**src/hdl/i2cmbw_pkg.sv**
```systemverilog
// Package for the write-only I2C master byte writer.
// Holds the item structs, command and phase codes, and the sequencer state type.
// No dependencies.
`timescale 1ns / 1ps

package i2cmbw_pkg;

  // Command codes carried in the func field
  localparam logic [1:0] FUNC_NONE  = 2'd0;
  localparam logic [1:0] FUNC_START = 2'd1;
  localparam logic [1:0] FUNC_WRITE = 2'd2;
  localparam logic [1:0] FUNC_STOP  = 2'd3;

  // Sequencer phase codes
  localparam logic [3:0] PH_IDLE  = 4'd0;
  localparam logic [3:0] PH_ST_A  = 4'd1;
  localparam logic [3:0] PH_ST_B  = 4'd2;
  localparam logic [3:0] PH_ST_C  = 4'd3;
  localparam logic [3:0] PH_ST_D  = 4'd4;
  localparam logic [3:0] PH_BIT_A = 4'd5;
  localparam logic [3:0] PH_BIT_B = 4'd6;
  localparam logic [3:0] PH_BIT_C = 4'd7;
  localparam logic [3:0] PH_BIT_D = 4'd8;
  localparam logic [3:0] PH_ACK_A = 4'd9;
  localparam logic [3:0] PH_ACK_B = 4'd10;
  localparam logic [3:0] PH_ACK_C = 4'd11;
  localparam logic [3:0] PH_ACK_D = 4'd12;
  localparam logic [3:0] PH_SP_A  = 4'd13;
  localparam logic [3:0] PH_SP_B  = 4'd14;
  localparam logic [3:0] PH_SP_C  = 4'd15;

  localparam logic [3:0]  BITS_PER_BYTE    = 4'd8;
  localparam logic [15:0] PHASE_TICKS_RST  = 16'd4;

  typedef struct packed {
    logic [1:0] func;
    logic [6:0] address;
    logic       rw;
    logic [7:0] data_byte;
    logic       lsb_first;
    logic       sda_in;
  } in_item_t;

  typedef struct packed {
    logic scl_level;
    logic sda_low;
    logic busy_res;
    logic byte_done;
    logic nack;
    logic stop_done;
    logic rejected;
  } out_item_t;

  typedef struct packed {
    logic [3:0]  phase;
    logic [15:0] count;
    logic [3:0]  bit_cnt;
    logic [7:0]  shift;
    logic        lsb;
    logic        ack;
    logic        scl;
    logic        sda;
  } seq_state_t;

endpackage

```
**src/hdl/i2cmbw_seq.sv**
```systemverilog
// Bus sequencer: state registers plus the one-tick next-state and result logic.
// Depends on i2cmbw_pkg.
`timescale 1ns / 1ps

module i2cmbw_seq (
  input  logic                  clk_i,
  input  logic                  rst_ni,
  input  logic                  fire_i,
  input  i2cmbw_pkg::in_item_t  item_i,
  input  logic [15:0]           phase_ticks_i,
  output i2cmbw_pkg::out_item_t result_o
);

  i2cmbw_pkg::seq_state_t state_q, state_d;

  // Enter a phase: clear the tick count and apply that phase's pin change.
  function automatic i2cmbw_pkg::seq_state_t enter_phase(
    input i2cmbw_pkg::seq_state_t s_in,
    input logic [3:0]             ph
  );
    i2cmbw_pkg::seq_state_t s;
    s       = s_in;
    s.phase = ph;
    s.count = '0;
    case (ph)
      i2cmbw_pkg::PH_ST_A:  s.sda = 1'b1;
      i2cmbw_pkg::PH_ST_B:  s.scl = 1'b1;
      i2cmbw_pkg::PH_ST_C:  s.sda = 1'b0;
      i2cmbw_pkg::PH_ST_D:  s.scl = 1'b0;
      i2cmbw_pkg::PH_BIT_A: begin
        if (s.lsb) begin
          s.sda   = s.shift[0];
          s.shift = {1'b0, s.shift[7:1]};
        end else begin
          s.sda   = s.shift[7];
          s.shift = {s.shift[6:0], 1'b0};
        end
      end
      i2cmbw_pkg::PH_BIT_B: s.scl = 1'b1;
      i2cmbw_pkg::PH_BIT_D: s.scl = 1'b0;
      i2cmbw_pkg::PH_ACK_A: s.sda = 1'b1;
      i2cmbw_pkg::PH_ACK_B: s.scl = 1'b1;
      i2cmbw_pkg::PH_ACK_D: s.scl = 1'b0;
      i2cmbw_pkg::PH_SP_A:  s.sda = 1'b0;
      i2cmbw_pkg::PH_SP_B:  s.scl = 1'b1;
      i2cmbw_pkg::PH_SP_C:  s.sda = 1'b1;
      default: ;
    endcase
    return s;
  endfunction

  always_comb begin
    i2cmbw_pkg::seq_state_t s;
    logic [15:0] limit;
    logic [15:0] cnt;
    logic [3:0]  nbit;
    logic        rej, busy, bdone, nk, sdone, scl_now, sda_now;

    s     = state_q;
    limit = (phase_ticks_i == '0) ? 16'd1 : phase_ticks_i;
    rej   = 1'b0;
    bdone = 1'b0;
    nk    = 1'b0;
    sdone = 1'b0;
    cnt   = '0;
    nbit  = '0;

    // Command decode, only while idle
    if (s.phase != i2cmbw_pkg::PH_IDLE) begin
      rej = (item_i.func != i2cmbw_pkg::FUNC_NONE);
    end else begin
      case (item_i.func)
        i2cmbw_pkg::FUNC_START: begin
          s.shift   = {item_i.address, item_i.rw};
          s.lsb     = 1'b0;
          s.bit_cnt = '0;
          s         = enter_phase(s, i2cmbw_pkg::PH_ST_A);
        end
        i2cmbw_pkg::FUNC_WRITE: begin
          s.shift   = item_i.data_byte;
          s.lsb     = item_i.lsb_first;
          s.bit_cnt = '0;
          s         = enter_phase(s, i2cmbw_pkg::PH_BIT_A);
        end
        i2cmbw_pkg::FUNC_STOP: s = enter_phase(s, i2cmbw_pkg::PH_SP_A);
        default: ;
      endcase
    end

    busy    = (s.phase != i2cmbw_pkg::PH_IDLE);
    scl_now = s.scl;
    sda_now = s.sda;

    // Phase timing and advance
    if (busy) begin
      cnt     = s.count + 16'd1;
      s.count = cnt;
      if (s.phase == i2cmbw_pkg::PH_ACK_B && cnt == 16'd1) begin
        s.ack = ~item_i.sda_in;
      end
      if (cnt >= limit) begin
        case (s.phase)
          i2cmbw_pkg::PH_ST_D: s = enter_phase(s, i2cmbw_pkg::PH_BIT_A);
          i2cmbw_pkg::PH_BIT_D: begin
            nbit      = s.bit_cnt + 4'd1;
            s.bit_cnt = nbit;
            s = enter_phase(s, (nbit >= i2cmbw_pkg::BITS_PER_BYTE) ?
                               i2cmbw_pkg::PH_ACK_A : i2cmbw_pkg::PH_BIT_A);
          end
          i2cmbw_pkg::PH_ACK_D: begin
            bdone = 1'b1;
            nk    = ~s.ack;
            s.sda = 1'b1;
            s     = enter_phase(s, i2cmbw_pkg::PH_IDLE);
          end
          i2cmbw_pkg::PH_SP_C: begin
            sdone = 1'b1;
            s     = enter_phase(s, i2cmbw_pkg::PH_IDLE);
          end
          default: s = enter_phase(s, s.phase + 4'd1);
        endcase
      end
    end

    state_d            = s;
    result_o.scl_level = scl_now;
    result_o.sda_low   = ~sda_now;
    result_o.busy_res  = busy;
    result_o.byte_done = bdone;
    result_o.nack      = nk;
    result_o.stop_done = sdone;
    result_o.rejected  = rej;
  end

  always_ff @(posedge clk_i or negedge rst_ni) begin
    if (!rst_ni) begin
      state_q.phase   <= i2cmbw_pkg::PH_IDLE;
      state_q.count   <= '0;
      state_q.bit_cnt <= '0;
      state_q.shift   <= '0;
      state_q.lsb     <= 1'b0;
      state_q.ack     <= 1'b0;
      state_q.scl     <= 1'b1;
      state_q.sda     <= 1'b1;
    end else if (fire_i) begin
      state_q <= state_d;
    end
  end

endmodule

```
**src/hdl/i2c_master_byte_writer_core.sv**
```systemverilog
// Top level of the write-only I2C master byte writer.
// Depends on i2cmbw_pkg and i2cmbw_seq.
`timescale 1ns / 1ps

// Usage:
// - Each input item is one tick of the bus timebase. It may carry a command
//   (start with address, write byte, stop) and always carries the sampled SDA.
//   Commands are taken only while no sequence runs; otherwise rejected pulses.
// - Every accepted item yields exactly one result item: driven SCL level,
//   SDA pull-down, busy, byte_done/nack, stop_done and rejected for that tick.
// - Input channel: in_valid_i / in_stall_o. Output: out_valid_o / out_stall_i.
//   Transfer happens when valid is high and stall is low.
// - Path: an item lands in the input register at the accepting edge; the
//   sequencer processes it and the result register loads its result at the
//   first edge at which the result register is free.
// - Throughput: one item per cycle unless the receiver stalls; the sequencer
//   update is a single pass of logic between the input and result registers.
// - On a receiver stall the result register holds; an empty input register
//   still takes one more item, then in_stall_o rises until the result drains.
// - phase_ticks is written by phase_ticks_we_i / phase_ticks_i; the user must
//   write it only while idle (not enforced by the block); 0 behaves as 1.
// - Reset: phase_ticks = 4, sequencer idle with SCL and SDA released high,
//   both pipeline registers empty.
module i2c_master_byte_writer_core (
  input  logic                  clk_i,
  input  logic                  rst_ni,
  input  logic                  phase_ticks_we_i,
  input  logic [15:0]           phase_ticks_i,
  input  logic                  in_valid_i,
  output logic                  in_stall_o,
  input  i2cmbw_pkg::in_item_t  in_item_i,
  output logic                  out_valid_o,
  input  logic                  out_stall_i,
  output i2cmbw_pkg::out_item_t out_item_o
);

  logic                  in_valid_q;
  i2cmbw_pkg::in_item_t  in_q;
  logic                  out_valid_q;
  i2cmbw_pkg::out_item_t out_q;
  logic [15:0]           phase_ticks_q;
  i2cmbw_pkg::out_item_t result;
  logic                  out_ready;
  logic                  fire;

  // Result register is free when empty or being drained this cycle
  assign out_ready  = ~out_valid_q | ~out_stall_i;
  // One tick processed when a buffered item meets a free result slot
  assign fire       = in_valid_q & out_ready;
  assign in_stall_o = in_valid_q & ~fire;

  // Configuration register
  always_ff @(posedge clk_i or negedge rst_ni) begin
    if (!rst_ni) begin
      phase_ticks_q <= i2cmbw_pkg::PHASE_TICKS_RST;
    end else if (phase_ticks_we_i) begin
      phase_ticks_q <= phase_ticks_i;
    end
  end

  // Input register
  always_ff @(posedge clk_i or negedge rst_ni) begin
    if (!rst_ni) begin
      in_valid_q <= 1'b0;
    end else if (!in_stall_o) begin
      in_valid_q <= in_valid_i;
    end
  end

  always_ff @(posedge clk_i) begin
    if (!in_stall_o && in_valid_i) begin
      in_q <= in_item_i;
    end
  end

  i2cmbw_seq u_seq (
    .clk_i         (clk_i),
    .rst_ni        (rst_ni),
    .fire_i        (fire),
    .item_i        (in_q),
    .phase_ticks_i (phase_ticks_q),
    .result_o      (result)
  );

  // Result register
  always_ff @(posedge clk_i or negedge rst_ni) begin
    if (!rst_ni) begin
      out_valid_q <= 1'b0;
    end else if (fire) begin
      out_valid_q <= 1'b1;
    end else if (!out_stall_i) begin
      out_valid_q <= 1'b0;
    end
  end

  always_ff @(posedge clk_i) begin
    if (fire) begin
      out_q <= result;
    end
  end

  assign out_valid_o = out_valid_q;
  assign out_item_o  = out_q;

endmodule

```
**config.mk**
```make
export PLATFORM = sky130hd
export DESIGN_NAME = i2c_master_byte_writer_core
export DESIGN_NICKNAME = d
export VERILOG_FILES = /design/src/hdl/i2cmbw_pkg.sv /design/src/hdl/i2cmbw_seq.sv /design/src/hdl/i2c_master_byte_writer_core.sv
export SDC_FILE = /design/constraint.sdc
export NUM_CORES = 1
export LEC_CHECK = 0
export BUFFER_PORTS_ARGS = -buffer_cell sky130_fd_sc_hd__buf_2
export CORE_MARGIN = 3
export CORE_UTILIZATION = 44
export DETAILED_ROUTE_END_ITERATION = 8
export GPL_TIMING_DRIVEN = 0
export PLACE_DENSITY = 0.61
export SLEW_MARGIN = 25
export SYNTH_ARGS = -nofsm -noshare
export SYNTH_HDL_FRONTEND = slang
export SYNTH_SLANG_ARGS = --single-unit
```
**constraint.sdc**
```tcl
create_clock -name clk_i -period 5.55 [get_ports clk_i]
set_input_delay 0.8325 -clock clk_i [delete_from_list [all_inputs] [get_ports clk_i]]
set_output_delay 0.8325 -clock clk_i [all_outputs]
set_load 0.005 [all_outputs]
```
-- Word-level counts from Yosys, hierarchy flattened
Cells that the tools add are included.
- output and inout port bits: 9
- input port bits: 41
- bits in read-only memories: 0
- bits in writable memories: 0
- latch bits: 0
- logic and storage cells: 114
- memories kept: 0
- register bits after elaboration: 81
- equality and inequality tests: 36
- $lt $le $gt $ge: 2
- shift-type cells: 0
- reduce and logical (&&, ||, !) cells: 17
- $mul: 0
- muxes and demuxes: 23
- $add $sub $neg: 3
- bitwise operators: 9
- divide/modulo/power cells: 0
- operators by type and width (kind ; count):
    one-hot mux 36 bit (4 select lines) ; 1
    2-to-1 mux 36 bit ; 3
    one-hot mux 36 bit (3 select lines) ; 1
    equality test 4 bit (second input constant) ; 18
    2-to-1 mux 8 bit ; 4
    equality test 4 x 3 -> 1 bit (second input constant) ; 7
    adder 16 x 1 -> 16 bit (second input constant) ; 1
    equality test 16 x 1 -> 1 bit (second input constant) ; 1
    equality test 4 x 2 -> 1 bit (second input constant) ; 4
    >= comparator 16 bit ; 1
    zero test 16 bit ; 1
    2-to-1 mux 16 bit ; 1
    OR reduction 3 bit ; 4
    adder 4 x 1 -> 4 bit (second input constant) ; 2
    equality test 4 x 1 -> 1 bit (second input constant) ; 2
    2-to-1 mux 1 bit ; 8
    nonzero test 4 bit ; 2
    OR reduction 4 bit ; 2
    inverter 1 bit ; 6
    one-hot mux 1 bit (3 select lines) ; 2
    equality test 2 bit (second input constant) ; 2
    >= comparator 4 bit (second input constant) ; 1
    2-to-1 mux 4 bit ; 1
    one-hot mux 1 bit (2 select lines) ; 2
    other kinds (10) ; 13

-- Longest topological paths before layout
- word-level depth: 12
- mapped depth: 20

-- By module
From an unflattened synthesis, not the netlist that was laid out.
- cell total of the unflattened synthesis: 549
- area, all modules: 5296.3 sq um
- modules (own cells, without submodules) (module ; times used ; sequential area each (sq um) ; cells each ; area each (sq um)):
    i2cmbw_seq ; 1 ; 903.4 ; 480 ; 3748.6
    i2c_master_byte_writer_core ; 1 ; 1262.5 ; 69 ; 1547.7

-- Worst setup path before layout
OpenSTA, ideal clock, no wires.
- path kind: reg-to-reg
- from: register u_seq.state_q[34] in the netlist's numbering
- to: register u_seq.state_q[13] in the netlist's numbering
- stages on the path, launching flop included: 21
- data arrival time: 4.000 ns
- setup time: 0.126 ns
- buffers on the path: 4
- clock period less this slack: 4.126 ns
- data required time: 5.424 ns
- path slack: 1.424 ns
- cells stage by stage: dfrtp_1 buf_2 nor4_4 buf_2 o21ai_0 and2_1 ha_1 clkbuf_1 nand2_1 nor3_1 xnor2_1 nor2_1 ha_1 and4_1 o2111ai_1 a31o_2 a31oi_1 or2_2 clkbuf_1 nand2_1 a221o_1
- longest elaborated chain between the ends: 6
- elaborated cells between the ends (all ways): 14
- ends and longest elaborated chain (what ; line ; source):
    start: declaration ; i2cmbw_seq.sv:14 ; i2cmbw_pkg::seq_state_t state_q, state_d;
    start signal: assignment ; i2cmbw_seq.sv:146 ; state_q <= state_d;
    nonzero test 4 bit / one-hot mux 36 bit (3 select lines) (equally long branches) ; i2cmbw_seq.sv:69, i2cmbw_seq.sv:72 ;
    2-to-1 mux 36 bit (*) ; i2cmbw_seq.sv:69 ; if (s.phase != i2cmbw_pkg::PH_IDLE) begin
    adder 16 x 1 -> 16 bit (tied with other cells) ; i2cmbw_seq.sv:96 ; cnt = s.count + 16'd1;
    >= comparator 16 bit / one-hot mux 36 bit (4 select lines) (equally long branches) ; i2cmbw_seq.sv:101, i2cmbw_seq.sv:102 ;
    2-to-1 mux 36 bit ; i2cmbw_seq.sv:101 ; if (cnt >= limit) begin
    2-to-1 mux 36 bit (*) ; i2cmbw_seq.sv:95 ; if (busy) begin
Every way passes the cells marked *; elsewhere a longest branch is shown, timed or not.
A chain may end at the register's enable or synchronous reset.

-- Final worst setup path
- from: register u_seq.state_q[34] in the netlist's numbering
- to: register u_seq.state_q[23] in the netlist's numbering
- longest elaborated chain between the ends: 6
- elaborated cells between the ends (all ways): 8
- ends and longest elaborated chain (what ; line):
    nonzero test 4 bit ; i2cmbw_seq.sv:69
    2-to-1 mux 36 bit (*) ; i2cmbw_seq.sv:69
    adder 16 x 1 -> 16 bit ; i2cmbw_seq.sv:96
    >= comparator 16 bit ; i2cmbw_seq.sv:101
    2-to-1 mux 36 bit ; i2cmbw_seq.sv:101
    2-to-1 mux 36 bit (*) ; i2cmbw_seq.sv:95
Marked as above.

==> out/metrics.cfg <==
[clock_tree]
cts_buffers=9
htreeDepth=3
cts_hold_buf=0
cts_root_buf=clkbuf_8
clk_pin_slew_ns=0.09
clockBufferDepth=2
cts_tree=yes
clkSinkCount=81
clk_latency_ns=0.36

[synth]
ys_warn_count=0
ys_types=70
synth_compound_area_share_pct=19.8
synth.top_cell.area_share_pct=25.8
synth_top_family_by_area=simple AND/OR/NAND/NOR gates
syn_inst=533
ys_top_cells_by_area=dfrtp_1 (26%), edfxtp_1 (16%), o21ai_0 (5.7%)
synthMuxAreaShare_pct=2.25
synth-async-reset-ratio_pct=66.7
synth_area_leader_cell=dfrtp_1
synth-adder-area-share_pct=5.78
syn_area_per_cell_um2=9.27
ys_seq_area_share_pct=43.9
synth_top_flop_cell=dfrtp_1
synthXorXnorAreaFrac_pct=2.13
synth-simple-area-share_pct=21.4
syn_nets=596
synth_enable_flop_cells=27
ys_seq_elements=81
synth.cell_area_um2=4940

[flow_run]
maxCapViolCount=0

[drt]
ant_nets=0
drc=0
dr.first_iter.drc_count=256
wirelength_um=12400
dr.pass1.iters=5
routedWlPerCell_um=16.8
vias=4238
viasPerCell=5.74

[grt]
grt_pass1_vias=4082
grt-ovfl-total=0
grt_pass1_wl_um=20800
track_usage_pct=20.7
grt_max_degree=55
antenna_found_initial=0

[sta]
setup_violations=0
min_period_over_period_pct=90.5
rsz0062_at_grt=false
clock.fmax_mhz=199
period_minus_slack_ns=5.02
tightest_slew_ns=0.858
holdWs_ns=0.435
skew_ns=0.0139
finalHoldViolCount=0
maxSlewViolCount=0
fin_setup_tns_ns=0
relSlewSlack_pct=42.8

[power_and_ir_drop]
power_density_nw_per_um2=413
vdd_ir_drop_max_mv=0.179
finalPower_mw=2.30
p_leak_nw=2.36

[layout]
layout-drive-gt1-share_pct=15.9
nets=656
fill_cells=1029
syn2layout_area_growth_pct=12.8
utilization_pct=51.2
num_antenna_cells=0
final_cell_area_um2=5570

[floorplan]
dieHeight_um=112
core_um2=10900
dieWidth_um=112
initial_core_util_pct=45.4
dieArea_um2=12500
ios=50
row_count=38

[worst_setup_path]
path_max_fanout=10
slowest_delay_ns=0.45
crit_path_end_kind=flip-flop
cp_slowest_cell=nor4_4
r2r_slack_ns=0.53
reg2reg_to=u_seq.state_q[23]
crit_path_start_kind=flip-flop
worst-path-buf-inv=4
required_ns=5.85
worstRegToRegCells=20
crit_chain=buf_2 > nor4_4 > buf_2 > o21ai_0 > and2_1 > ha_1 > clkbuf_1 > nand2_1 > nor3_1 > xnor2_1 > nor2_1 > ha_1 > and4_1 > o2111ai_1 > a31o_2 > a31oi_1 > or2_2 > nor2_1 > clkbuf_1 > a22o_1
r2r_start=u_seq.state_q[34]
path_class=reg2reg
cp.arrival_ns=5.32
crit_family=simple AND/OR/NAND/NOR gates

[hold_path]
hp-class=reg2reg
holdPathStages=1
holdPathEnd=u_seq.state_q[2]
hold_start=in_q[0]

[place]
io_buffers=49
dp_hpwl_um=9190
placed_area_um2=5360
place.gp.congestion=0.943

[status]
outcome=finished clean

[report_power, final]
| group | internal, mW | switching [mW] |
|---|---|---|
| Combinational | 0.399 | 0.634 |
| Clock | 0.245 | 0.213 |
| Sequential | 0.726 | 0.0839 |
[through the flow]
step | instances | setup slack (ns)
floorplan | 533 | 1.42
global placement | 722 | 0.399
detailed placement | 722 | 0.371
CTS | 738 | 0.351
global route | 738 | 0.213
finish | 738 | 0.530
[repair_timing]
action | in CTS | in global routing
setup buffers | 0 | 0
resized for setup | 0 | 2
endpoints found under the setup margin | 0 | 1
[layer usage]
layer  track usage [%]  part of all wire (%)  wire (um)  up-vias
li1                  -                     -          -     2071
met1              30.8                    49       6050     2009
met2              30.3                    43       5370      139
met3              3.26                   6.1        754       19
met4              8.09                   2.0        246        0
met5                 0                     0          0        -
[Yosys cell counts, types with 4 or more instances]
cell type	count
a211oi_1	4
a21oi_1	25
a22o_1	15
a31oi_1	4
and2_1	12
and3_1	5
buf_2	6
clkbuf_1	22
dfrtp_1	51
edfxtp_1	27
ha_1	22
inv_1	25
mux2i_1	10
nand2_1	66
nand2b_1	15
nand3_1	11
nand4_1	9
nor2_1	30
nor2b_1	6
nor3_1	9
nor4_1	7
o2111ai_1	8
o211ai_1	4
o21ai_0	56
or2_2	4
or3_1	5
xnor2_1	7
xor2_1	5
[cells by family (layout without fill, tap and decap cells)]
family | Yosys count | count (layout)
compound gates | 150 | 150
fa+ha+maj | 23 | 23
simple gates | 199 | 199
buf+inv | 57 | 122
xor+xnor | 12 | 12
flops | 81 | 81
mux | 11 | 11
[registers in the layout, summed over array words and instances (netlist names)]
signal	flops
in_q	20
u_seq.state_q	36
in_valid_q	1
out_valid_o	1
out_item_o	7
phase_ticks_q	16
[layout by cell type, fill, tap and decap left out, types with 15 or more instances in the layout]
cell / n
nand2_1: 66
o21ai_0: 56
ha_1: 22
dfrtp_1: 51
a22o_1: 15
a21oi_1: 25
inv_1: 25
clkbuf_1: 23
edfxtp_1: 27
nand2b_1: 15
nor2_1: 30
buf_2: 54
[final cells by class]
type	instances	area, um^2	share of cell area [%]
Multi-Input combinational cell	395	2540	45.5
Sequential cell	81	2170	38.9
Timing Repair Buffer	49	248	4.45
Tap cell	140	175	3.14
Clock buffer	14	173	3.10
Buffer	31	140	2.52
Inverter	26	97.6	1.75
Clock inverter	2	35.0	0.629
[worst max path at each step]
stage,end,depth (start not counted),slack (ns),start
CTS,u_seq.state_q[13],20,0.35,u_seq.state_q[34]
global placement,u_seq.state_q[13],20,0.40,u_seq.state_q[34]
global route,u_seq.state_q[28],20,0.21,u_seq.state_q[34]
finish,u_seq.state_q[23],20,0.53,u_seq.state_q[34]
detailed placement,u_seq.state_q[13],20,0.37,u_seq.state_q[34]
floorplan,u_seq.state_q[13],20,1.42,u_seq.state_q[34]
Power figures use the tool's default switching activity.
